[config.mk]
export PLATFORM = sky130hd
export DESIGN_NAME = input_restricted_ring_deque
export DESIGN_NICKNAME = d
export VERILOG_FILES = /design/src/design/ird_pkg.sv /design/src/design/ird_ctrl.sv /design/src/design/ird_dpath.sv /design/src/design/input_restricted_ring_deque.sv
export SDC_FILE = /design/constraint.sdc
export NUM_CORES = 1
export LEC_CHECK = 0
export ABC_AREA = 1
export BUFFER_PORTS_ARGS = -buffer_cell sky130_fd_sc_hd__buf_2
export CAP_MARGIN = 15
export CORE_MARGIN = 1
export CORE_UTILIZATION = 53
export CTS_CLUSTER_SIZE = 20
export DETAILED_ROUTE_END_ITERATION = 8
export PLACE_DENSITY = 0.75
export SLEW_MARGIN = 25
export SYNTH_ARGS = -nofsm -noshare
export SYNTH_HDL_FRONTEND = slang
export SYNTH_SLANG_ARGS = --single-unit
[constraint.sdc]
create_clock -name aclk -period 8.1 [get_ports aclk]
set_clock_uncertainty 0.1 [all_clocks]
set_input_delay 1.215 -clock aclk [delete_from_list [all_inputs] [get_ports aclk]]
set_output_delay 1.215 -clock aclk [all_outputs]
set_load 0.02 [all_outputs]
[src/design/ird_pkg.sv]
// Shared constants and types for the input-restricted ring deque.
package ird_pkg;

    localparam int SLOTS = 8;
    localparam int PTR_W = $clog2(SLOTS);
    localparam int DATA_W = 32;

    localparam logic [1:0] OP_INSERT    = 2'd0;
    localparam logic [1:0] OP_DEL_FRONT = 2'd1;
    localparam logic [1:0] OP_DEL_REAR  = 2'd2;
    localparam logic [1:0] OP_STATUS    = 2'd3;

    localparam logic [1:0] STAT_OK        = 2'd0;
    localparam logic [1:0] STAT_OVERFLOW  = 2'd1;
    localparam logic [1:0] STAT_UNDERFLOW = 2'd2;

    typedef struct packed {
        logic load;   // capture the incoming item
        logic exec;   // apply the captured operation
    } ird_cmd_t;

    typedef struct packed {
        logic full;
        logic empty;
    } ird_stat_t;

endpackage

[src/design/ird_ctrl.sv]
// Controller sequencing accept, execute and result hand-off.
module ird_ctrl
    import ird_pkg::*;
(
    input  logic     aclk,
    input  logic     aresetn,
    input  logic     s_tvalid,
    output logic     s_tready,
    output logic     m_tvalid,
    input  logic     m_tready,
    output ird_cmd_t cmd
);

    localparam logic [1:0] ST_IDLE = 2'd0;
    localparam logic [1:0] ST_EXEC = 2'd1;
    localparam logic [1:0] ST_OUT  = 2'd2;

    logic [1:0] state_reg;
    logic [1:0] state_next;

    assign s_tready = (state_reg == ST_IDLE);
    assign m_tvalid = (state_reg == ST_OUT);
    assign cmd.load = s_tvalid && s_tready;
    assign cmd.exec = (state_reg == ST_EXEC);

    always_comb begin
        state_next = state_reg;
        case (state_reg)
            ST_IDLE: begin
                if (s_tvalid) state_next = ST_EXEC;
            end
            ST_EXEC: begin
                state_next = ST_OUT;
            end
            ST_OUT: begin
                if (m_tready) state_next = ST_IDLE;
            end
            default: begin
                state_next = ST_IDLE;
            end
        endcase
    end

    always_ff @(posedge aclk) begin
        if (!aresetn) begin
            state_reg <= ST_IDLE;
        end else begin
            state_reg <= state_next;
        end
    end

endmodule

[src/design/ird_dpath.sv]
// Datapath: slot store, front and rear pointers, and result registers.
module ird_dpath
    import ird_pkg::*;
(
    input  logic                     aclk,
    input  logic                     aresetn,
    input  ird_cmd_t                 cmd,
    input  logic [1:0]               opcode,
    input  logic signed [DATA_W-1:0] data_in,
    output logic [1:0]               status,
    output logic signed [DATA_W-1:0] data_out,
    output ird_stat_t                flags
);

    function automatic logic [PTR_W-1:0] ptr_inc(input logic [PTR_W-1:0] p);
        if (p == PTR_W'(SLOTS - 1)) return '0;
        return p + 1'b1;
    endfunction

    function automatic logic [PTR_W-1:0] ptr_dec(input logic [PTR_W-1:0] p);
        if (p == '0) return PTR_W'(SLOTS - 1);
        return p - 1'b1;
    endfunction

    logic [DATA_W-1:0] mem [SLOTS];

    logic [1:0]              op_reg;
    logic [DATA_W-1:0]       din_reg;
    logic [PTR_W-1:0]        head_reg, head_next;
    logic [PTR_W-1:0]        tail_reg, tail_next;
    logic [1:0]              stat_reg, stat_next;
    logic                    hit_reg, hit_next;
    logic [DATA_W-1:0]       rd_data_reg;
    logic [PTR_W-1:0]        rd_addr;
    logic [PTR_W-1:0]        wr_addr;
    logic                    wr_en;
    logic                    is_full;
    logic                    no_entries;

    assign no_entries = (head_reg == tail_reg);
    assign is_full    = (head_reg == ptr_inc(tail_reg));

    always_comb begin
        head_next = head_reg;
        tail_next = tail_reg;
        stat_next = STAT_OK;
        hit_next  = 1'b0;
        wr_en     = 1'b0;
        wr_addr   = ptr_inc(tail_reg);
        rd_addr   = tail_reg;
        case (op_reg)
            OP_INSERT: begin
                if (is_full) begin
                    stat_next = STAT_OVERFLOW;
                end else begin
                    tail_next = ptr_inc(tail_reg);
                    wr_en     = cmd.exec;
                end
            end
            OP_DEL_FRONT: begin
                if (no_entries) begin
                    stat_next = STAT_UNDERFLOW;
                end else begin
                    head_next = ptr_inc(head_reg);
                    rd_addr   = ptr_inc(head_reg);
                    hit_next  = 1'b1;
                end
            end
            OP_DEL_REAR: begin
                if (no_entries) begin
                    stat_next = STAT_UNDERFLOW;
                end else begin
                    tail_next = ptr_dec(tail_reg);
                    hit_next  = 1'b1;
                end
            end
            default: begin
            end
        endcase
    end

    always_ff @(posedge aclk) begin
        if (wr_en) mem[wr_addr] <= din_reg;
        if (cmd.exec) rd_data_reg <= mem[rd_addr];
    end

    always_ff @(posedge aclk) begin
        if (cmd.load) begin
            op_reg  <= opcode;
            din_reg <= data_in;
        end
        if (cmd.exec) begin
            stat_reg <= stat_next;
            hit_reg  <= hit_next;
        end
    end

    always_ff @(posedge aclk) begin
        if (!aresetn) begin
            head_reg <= '0;
            tail_reg <= '0;
        end else if (cmd.exec) begin
            head_reg <= head_next;
            tail_reg <= tail_next;
        end
    end

    // Zero the data field unless a delete actually removed an entry.
    assign status      = stat_reg;
    assign data_out    = hit_reg ? rd_data_reg : '0;
    assign flags.empty = no_entries;
    assign flags.full  = is_full;

    a_overflow_holds: assert property (@(posedge aclk) disable iff (!aresetn)
        cmd.exec && op_reg == OP_INSERT && is_full
        |=> $stable(tail_reg) && $stable(head_reg) && stat_reg == STAT_OVERFLOW)
        else $error("overflowing insert moved a pointer");

    a_underflow_holds: assert property (@(posedge aclk) disable iff (!aresetn)
        cmd.exec && (op_reg == OP_DEL_FRONT || op_reg == OP_DEL_REAR) && no_entries
        |=> $stable(tail_reg) && $stable(head_reg) && stat_reg == STAT_UNDERFLOW
            && !hit_reg)
        else $error("delete on empty deque changed state");

    a_status_only: assert property (@(posedge aclk) disable iff (!aresetn)
        cmd.exec && op_reg == OP_STATUS
        |=> $stable(tail_reg) && $stable(head_reg) && data_out == '0)
        else $error("status-only item changed state");

    a_insert_keeps_head: assert property (@(posedge aclk) disable iff (!aresetn)
        cmd.exec && op_reg == OP_INSERT |=> $stable(head_reg))
        else $error("insert moved the front pointer");

endmodule

[src/design/input_restricted_ring_deque.sv]
// An accepted item is applied in the execute state; its result is registered
// there and presented in the output state, where it can be taken.
// A new item is taken only once the last result is delivered (accept, execute,
// deliver), as the controller sequence sets; the slot read is registered.
// Output stalls hold the result and keep the input closed until it is taken.
// Reset (aresetn low, synchronous): pointers go to zero and the deque is empty;
// slot contents stay undefined until written, with no clearing pass.
module input_restricted_ring_deque
    import ird_pkg::*;
(
    input  logic        aclk,
    input  logic        aresetn,
    input  logic        s_tvalid,
    output logic        s_tready,
    input  logic [31:0] s_tdata,   // [31:0] data_in
    input  logic [1:0]  s_tuser,   // [1:0] opcode
    output logic        m_tvalid,
    input  logic        m_tready,
    output logic [31:0] m_tdata,   // [31:0] data_out
    output logic [3:0]  m_tuser    // [1:0] status, [2] empty_flag, [3] full_flag
);

    ird_cmd_t              cmd;
    ird_stat_t             flags;
    logic [1:0]            status;
    logic signed [DATA_W-1:0] data_out;

    ird_ctrl u_ctrl (
        .aclk     (aclk),
        .aresetn  (aresetn),
        .s_tvalid (s_tvalid),
        .s_tready (s_tready),
        .m_tvalid (m_tvalid),
        .m_tready (m_tready),
        .cmd      (cmd)
    );

    ird_dpath u_dpath (
        .aclk     (aclk),
        .aresetn  (aresetn),
        .cmd      (cmd),
        .opcode   (s_tuser),
        .data_in  (s_tdata),
        .status   (status),
        .data_out (data_out),
        .flags    (flags)
    );

    assign m_tdata = data_out;
    assign m_tuser = {flags.full, flags.empty, status};

endmodule
Word-level counts from Yosys, hierarchy flattened
Memories as Yosys holds them, arrays and structs flattened. A register that Yosys moved wholly into a read port is not among the register bits. Cells that the tools add are included.

Word-level logic and storage cells: 66. Memories kept: 1. Register bits after elaboration: 45. RAM bits: 256. Output and inout bits: 38. Bits of input ports: 38.

Mux-type cells: 33. Bitwise operators: 1. Reductions and logical operators: 9. Add/sub/neg operators: 3. Eq/ne operators: 12.

Memories: u_dpath.mem (words 8, width 32, rd ports 1, clocked after memory_dff 1, write ports 1, RTL line ird_dpath.sv:25) `logic [DATA_W-1:0] mem [SLOTS];`.

Operators by type and width (number): two-way mux 3 bit (11); two-way mux 32 bit (1); two-way mux 1 bit (15); adder 3 x 1 -> 3 bit (second input constant) (2); == test 3 bit (2); == test 3 bit (second input constant) (2); two-way mux 2 bit (3); != test 2 bit (second input constant) (3); case mux 2 bit (3 select lines) (1); case mux 3 bit (2 select lines) (1); == test 2 x 1 -> 1 bit (second input constant) (2); == test 2 bit (second input constant) (2); logical NOT 2 bit (2); case mux 2 bit (2 select lines) (1); AND reduction 4 bit (1); logical NOT 3 bit (1); AND reduction 3 bit (1); subtractor 3 x 1 -> 3 bit (second input constant) (1); != test 2 x 1 -> 1 bit (second input constant) (1); AND reduction 2 bit (1); nonzero test 2 bit (1); OR reduction 2 bit (1); logical AND 1 bit (1); inverter 1 bit (1).

Longest topological paths before layout
Gate-level depths: netlist of run 1.

Word-level depth: 9. Gate-level depth with buffers: 13.

By module
From an unflattened synthesis of run 1, not the netlist that was laid out.

Cells, all modules: 1383. Area total of the unflattened synthesis: 14561.5 um2.

By module, submodules not included: ird_dpath (instances 1, sequential area each 9879.5 um2, cells an instance 1367, area each 14456.4 um2); ird_ctrl (instances 1, sequential area each 40.0 um2, cells an instance 16, area each 105.1 um2).

Worst setup path before layout of run 1
OpenSTA, ideal clock, no wires.

Kind: register to register. Start point: register u_ctrl.state_reg[0]. End point: memory u_dpath.mem[0][0] (enable). Required time: 7.539 ns. Arrival: 4.765 ns. Path buffers: 0. Library setup time: 0.461 ns. Stages on the path, launching flop included: 5. Setup slack: 2.774 ns. Cell sequence: dfxtp_1 inv_1 nor2_1 nand2_1 nor3_1.

Word-level cells in the longest chain between the ends: 5.

RTL lines: from (decl) (RTL line ird_ctrl.sv:18) `logic [1:0] state_reg;`; from (signal assigned) (RTL line ird_ctrl.sv:48) `state_reg <= state_next;`; == test 2 x 1 -> 1 bit (RTL line ird_ctrl.sv:24) `assign cmd.exec = (state_reg == ST_EXEC);`; two-way mux 1 bit (RTL line ird_dpath.sv:53) `if (is_full) begin`; two-way mux 1 bit (RTL line ird_dpath.sv:51) `case (op_reg)`; two-way mux 1 bit (RTL line ird_dpath.sv:83) `if (wr_en) mem[wr_addr] <= din_reg;`; two-way mux 1 bit (not written as such) (RTL line ird_dpath.sv:83); to (decl) (RTL line ird_dpath.sv:25).

Every way passes these cells.

Final worst setup path of run 1
Start point: register u_dpath.tail_reg[0]. End point: output m_tuser[3].

Word-level cells in the longest chain between the ends: 4. Elaborated cells between the ends (all ways): 5. Those cells by class: add/sub: 1; eq/ne: 2; mux: 2.

RTL lines: from (decl) (RTL line ird_dpath.sv:30) `logic [PTR_W-1:0] tail_reg, tail_next;`; from (signal assigned) (RTL line ird_dpath.sv:104) `tail_reg <= tail_next;`; parallel branches: the longest is 2 deep, another holds adder 3 x 1 -> 3 bit; two-way mux 3 bit (*) (RTL line ird_dpath.sv:17) `return p + 1'b1;`; == test 3 bit (*) (RTL line ird_dpath.sv:41) `assign is_full = (head_reg == ptr_inc(tail_reg));`; to (decl) (RTL line input_restricted_ring_deque.sv:20) `output logic [3:0] m_tuser`.

Mark *: on every way between the ends.

==> results.py, run 1 <==
metrics = {
    "setup_path": {
        "startpoint_type": "flop",
        "critPathLaunch": "u_dpath.tail_reg[0]$_SDFFE_PN0P_",
        "cp-endpoint": "m_tuser[3]",
        "required_ps": 6780,
        "r2r_slack_ps": 4710,
        "path_max_fanout": 7,
        "arrival_ps": 2660,
        "rr_startpoint": "u_dpath.tail_reg[0]$_SDFFE_PN0P_",
        "rr_worst_depth": 14,
        "crit_path_end_kind": "primary output",
        "worstSetupPathType": "flop to primary output",
        "rr_endpoint": "u_dpath.rd_data_reg[12]$_DFFE_PN_",
    },
    "synth": {
        "async_flop_share_pct": 0,
        "synth_top_cells_by_count": "edfxtp_1, nand2_1, inv_1, nand3_1, buf_2",
        "yosysTopAreaCellShare_pct": 66.88,
        "yosys_warnings": 0,
        "synth-edff-count": 325,
        "synth_nets": 1432,
        "yosysMostFrequentCell": "edfxtp_1",
        "synth_area_leaders": "edfxtp_1, nand3_1, nand2_1",
        "syn_inst": 1384,
        "synth_area_per_cell_um2": 10.54,
        "syn_area_um2": 14590,
        "ys.flop_type": "edfxtp_1",
        "synth_top_cell_by_area": "edfxtp_1",
        "ys_seq_area_share_pct": 67.98,
        "synth_seq_cells": 333,
        "synth.distinct_cells": 25,
    },
    "floorplan": {
        "fp.dieArea_um2": 28200,
        "core_um2": 26950,
        "rows": 60,
        "ios": 76,
        "die_x_um": 167.9,
        "initial_core_util_pct": 54.14,
        "die_h_um": 167.9,
    },
    "power": {
        "peakVddDrop_mv": 0.1657,
        "p_leak_nw": 7.307,
        "power_density_nw_per_um2": 223.6,
        "power_mw": 3.621,
    },
    "global_route": {
        "antenna_found_initial": 0,
        "overflow": 0,
        "grt_pass1_vias": 9177,
        "grtUsageTotal_pct": 22.09,
        "grt_max_degree": 68,
        "grt_pass1_wl_mm": 48.51,
    },
    "sta": {
        "fin_crit_sh_pct": 49.04,
        "setup_viol": 0,
        "rsz0062_at_grt": "no",
        "hold_violations": 0,
        "tightest_slew_ps": 821.5,
        "maxSlewHeadroom_pct": 45.23,
        "final.min_clock_period_ps": 3973,
        "fmax_ghz": 0.2517,
        "tns_ps": 0,
        "maxSlewViolCount": 0,
    },
    "clock_network": {
        "clk_latency_ps": 580,
        "cts_inserted_buffers": 31,
        "cts_tree": "built",
        "cts_root_buffer": "clkbuf_16",
        "clk_pin_slew_ps": 60,
        "htreeDepth": 1,
        "cts_hold_buf": 0,
        "postCtsSetupRepairBufs": 0,
        "ctsResizeCount": 0,
        "numClockSinks": 333,
        "cts.path.max_buffers": 3,
    },
    "route": {
        "drt_iter0_markers": 1059,
        "via_count": 9448,
        "postRouteAntennaNets": 0,
        "drcViolationCount": 0,
        "via_per_inst": 5.217,
        "wirelength_mm": 30.43,
        "wl_per_cell_um": 16.81,
        "firstDrtPassIters": 5,
    },
    "status": {
        "outcome": "finished, final reports clean",
    },
    "placed_design": {
        "port_buffers": 75,
        "dpl.cell_count": 1757,
        "gp_congestion": 0.8598,
        "placed_area_um2": 15220,
        "dp_hpwl_mm": 16.26,
    },
    "finish": {
        "postLayoutCoreUtil_pct": 60.08,
        "nets": 1497,
        "syn_to_final_growth_pct": 10.98,
        "antennaDiodeCount": 0,
        "instances_no_fill": 1811,
        "largest_reg_flops": 256,
        "seqCellArea_um2": 9920,
        "multi_input_area_um2": 3142,
        "fin_area_um2": 16190,
        "drive_gt1_share_pct": 10.95,
        "n_fill_cell": 2051,
    },
    "worst_hold_path": {
        "hold_class": "flop to flop",
    },
    "flow_run": {
        "cap_violations": 0,
    },
}
-- cell type report --
type | instances | area share [%]
sequential | 333 | 61.26
clock buffer | 34 | 4.860
tap | 341 | 2.635
clock inverter | 20 | 1.113
multi-input combinational | 669 | 19.40
inverter | 315 | 7.302
timing repair buffer | 99 | 3.431
-- placed cells by master, fill, tap and decap left out, drive strengths merged --
cell type / n
nand2: 322
edfxtp: 325
clkbuf: 34
nor3: 10
a21oi: 8
o21ai: 5
clkinv: 16
o22ai: 1
bufinv: 3
xor2: 2
nand3: 294
buf: 99
nor2: 12
inv: 316
ha: 10
nand4: 2
xnor2: 1
nor4: 1
a22oi: 1
dfxtp: 8
-- metal layers --
metal / up-vias / global-route usage, % / routed length (um)
met2: 379 / 37.88 / 15080
met4: 0 / 6.621 / 695
met3: 59 / 3.244 / 2351
met1: 4411 / 29.26 / 12310
met5: - / 0 / 0
li1: 4599 / - / -
-- report_power, final --
| part | internal (mW) | total, mW | switching, mW |
|---|---|---|---|
| registers | 1.94 | 1.97 | 0.0294 |
| logic | 0.0760 | 0.259 | 0.183 |
| clock network | 0.790 | 1.40 | 0.606 |
-- per-stage QoR --
step,setup WS [ps],hold WS [ps]
2_1_floorplan,2774,364.7
3_3_place_gp,4760,398.9
3_5_place_dp,4723,410.0
4_1_cts,4148,416.9
5_1_grt,3912,447.3
6_report,4127,419.7
-- cell families after synthesis --
logic type	after synthesis	synth area share [%]
AOI/OAI and AO/OA	15	0.5660
xor gates and xnor gates	3	0.1801
adders and majority gates	10	0.8575
buffers and inverters	382	10.94
DFF	333	67.98
and+or+nand+nor	641	19.47
-- worst max-delay path, cell delays in order (launching register included) --
cell     delay [ps]
dfxtp_1         400
ha_1            250
ha_1            190
nor2_1          300
inv_1           180
nand2_1          90
nand2_1          60
nor3_1          380
buf_2           250
-- worst min-delay path by stage --
stage / start / endpoint / slack, ps / depth (start not counted)
after floorplan: u_ctrl.state_reg[1]$_SDFFE_PN0P_ / u_ctrl.state_reg[0]$_SDFFE_PN0P_ / 360 / 1
after global placement: u_ctrl.state_reg[0]$_SDFFE_PN0P_ / u_ctrl.state_reg[0]$_SDFFE_PN0P_ / 400 / 1
after detailed placement: u_dpath.head_reg[2]$_SDFFE_PN0P_ / u_dpath.head_reg[2]$_SDFFE_PN0P_ / 410 / 2
after CTS: u_dpath.head_reg[2]$_SDFFE_PN0P_ / u_dpath.head_reg[2]$_SDFFE_PN0P_ / 420 / 2
after global routing: u_dpath.head_reg[2]$_SDFFE_PN0P_ / u_dpath.head_reg[2]$_SDFFE_PN0P_ / 450 / 2
final: u_dpath.head_reg[2]$_SDFFE_PN0P_ / u_dpath.head_reg[2]$_SDFFE_PN0P_ / 420 / 2
Power figures use the tool's default switching activity.
==> run 2, diff against run 1 <==
Settings changed: ABC_AREA 1 to 0, PLACE_DENSITY 0.75 to 0.74.
Clock period 8.1 ns to 3.9 ns, I/O delays scaled along.
==> run 2 against run 1 <==
The run now ends with DRC left; clock-buffer cell count grew 11; routed wire length rose by 31%; core utilization increased by 0.97 points; via count up 19%; power up 130%; register-to-register slack worse by 4400 ps; design area grew 17%; sequential power is 110% higher; sequential share of layout area decreased by 8.7 points; combinational power increased to 2.5 times the previous value; global-route usage grew 2.3 points.
==> results.py, run 2 <==
metrics = {
    "sta": {
        "maxSlewHeadroom_pct": 30.66,
        "maxSlewViolCount": 0,
        "fin_crit_sh_pct": 91.10,
        "setup_viol": 0,
        "fin_ws_ps": 346.9,
        "final.min_clock_period_ps": 3553,
        "fmax_ghz": 0.2814,
        "hold_violations": 0,
        "whs_ps": 131.4,
        "tightest_slew_ps": 1040,
        "rsz0062_at_grt": "no",
    },
    "synth": {
        "ys.flop_type": "edfxtp_1",
        "synth_seq_cells": 333,
        "async_flop_share_pct": 0,
        "synth-edff-count": 325,
        "syn_inst": 1160,
        "synth_top_cell_by_area": "edfxtp_1",
        "synth.distinct_cells": 50,
        "ys_seq_area_share_pct": 59.10,
        "yosysMostFrequentCell": "edfxtp_1",
        "syn_area_um2": 16780,
        "synth_area_leaders": "edfxtp_1, mux2i_1, o22ai_1",
        "synth_top_cells_by_count": "edfxtp_1, mux2i_1, o22ai_1, a221o_1, buf_2",
        "yosys_warnings": 0,
        "synth_area_per_cell_um2": 14.47,
        "yosysTopAreaCellShare_pct": 58.15,
        "synth_nets": 1208,
    },
    "global_route": {
        "gr-usage-met1_pct": 33.46,
        "use_met2_pct": 40.12,
        "grt.busiest_layer": "met2",
        "grt_pass1_vias": 11071,
        "antenna_found_initial": 0,
        "grt_pass1_wl_mm": 62.25,
        "grtUsageTotal_pct": 24.37,
        "overflow": 0,
        "gr-usage-met3_pct": 3.687,
        "grt_max_degree": 129,
    },
    "clock_network": {
        "clk_latency_ps": 520,
        "postCtsSetupRepairBufs": 0,
        "htreeDepth": 2,
        "cts_tree": "built",
        "numClockSinks": 333,
        "clk_pin_slew_ps": 60,
        "ctsResizeCount": 0,
        "cts_inserted_buffers": 37,
        "cts_hold_buf": 0,
        "cts.path.max_buffers": 3,
        "cts_root_buffer": "clkbuf_16",
    },
    "placed_design": {
        "dp_hpwl_mm": 21.46,
        "port_buffers": 75,
        "gp_congestion": 0.8633,
        "dpl.cell_count": 1559,
        "place_ws_ps": 383.5,
        "placed_area_um2": 17690,
    },
    "finish": {
        "syn_to_final_growth_pct": 12.44,
        "final_common_cell": "edfxtp_1",
        "fin_area_um2": 18870,
        "layout_common_cells": "edfxtp_1, mux2i_1, o22ai_1, buf_2, a221o_1",
        "postLayoutCoreUtil_pct": 61.05,
        "antennaDiodeCount": 0,
        "largest_reg_flops": 256,
        "drive_gt1_share_pct": 19.30,
        "nets": 1250,
        "n_fill_cell": 2282,
        "instances_no_fill": 1624,
    },
    "power": {
        "sequentialPowerShare_pct": 49.9,
        "p_int_mw": 6.318,
        "clkPwrFrac_pct": 42.1,
        "power_density_nw_per_um2": 433.0,
        "power_frac_comb_pct": 8.0,
        "peakVddDrop_mv": 0.2659,
        "p_leak_nw": 6.803,
        "netSwitchingFraction_pct": 22.67,
        "switching_power_mw": 1.853,
    },
    "route": {
        "drcViolationCount": 3,
        "firstDrtPassIters": 7,
        "via_per_inst": 6.898,
        "postRouteAntennaNets": 0,
        "via_count": 11202,
        "drt_iter0_markers": 1044,
        "wirelength_mm": 39.94,
        "wl_per_cell_um": 24.59,
    },
    "floorplan": {
        "rows": 64,
        "core_um2": 30910,
        "die_x_um": 180.0,
        "ios": 76,
        "die_h_um": 180.0,
        "fp.dieArea_um2": 32380,
        "initial_core_util_pct": 54.30,
    },
    "status": {
        "violations": "DRC",
        "outcome": "finished with violations",
    },
    "setup_path": {
        "path_max_fanout": 8,
        "required_ps": 4000,
        "crit_path_end_kind": "flop",
        "arrival_ps": 3650,
        "startpoint_type": "flop",
        "worstSetupPathType": "flop to flop",
    },
    "worst_hold_path": {
        "hold_class": "input pin to flop",
    },
    "flow_run": {
        "cap_violations": 0,
    },
}
-- run 2: power by group through the flow --
stage	logic [mW]	clock network, mW	registers [mW]
2_1_floorplan	0.504	0	4.12
6_report	0.654	3.44	4.08
3_3_place_gp	0.640	0	4.15
4_1_cts	0.653	3.50	4.08
3_5_place_dp	0.649	0	4.15
5_1_grt	0.701	3.63	4.08
-- run 2: cells by family after synthesis --
group | synth area share (%)
DFF | 59.10
muxes | 15.45
buffers and inverters | 3.444
AOI/OAI and AO/OA | 17.92
and+or+nand+nor | 2.989
xor gates and xnor gates | 0.3504
adders and majority gates | 0.7455
-- run 2: area by class of cell --
cell class	count	area, um2	share of cell area (%)
well taps	396	495.5	2.625
repair buffers	112	803.3	4.256
clock buffers	45	977.2	5.178
multi-input cells	712	6442	34.14
flip-flops and latches	333	9923	52.58
inverters	6	22.52	0.1193
clock inverters	20	207.7	1.101
-- run 2: worst paths after layout --
| kind | start | endpoint | slack (ps) | depth (start not counted) |
|---|---|---|---|---|
| hold / removal | s_tdata[29] | u_dpath.din_reg[29]$_DFFE_PP_ | 130 | 1 |
| setup reg to reg | u_dpath.tail_reg[1]$_SDFFE_PN0P_ | u_dpath.mem[3][28]$_DFFE_PP_ | 350 | 8 |
| hold reg to reg | u_dpath.tail_reg[1]$_SDFFE_PN0P_ | u_dpath.tail_reg[1]$_SDFFE_PN0P_ | 470 | 2 |
| setup / recovery | u_dpath.tail_reg[1]$_SDFFE_PN0P_ | u_dpath.mem[3][28]$_DFFE_PP_ | 350 | 8 |
-- run 2: metal layers --
metal	wire [um]	share of wire (%)
met1	16890	42
met2	19560	49
met3	2568	6.4
met4	918	2.3
met5	0	0
-- run 2: through the flow --
stage	power, mW	setup TNS [ps]
detailed placement	4.803	0
global placement	4.791	0
finish	8.171	0
global route	8.418	0
CTS	8.230	0
floorplan	4.624	-8096
-- run 2: critical path, cell delays in order, from the launching register on --
cell and delay [ps]:
dfxtp_1 460, inv_1 100, ha_1 420, nand2b_1 280, a2111oi_0 160, o31a_1 420, or3_1 540, nor3_4 480
buf_4 290
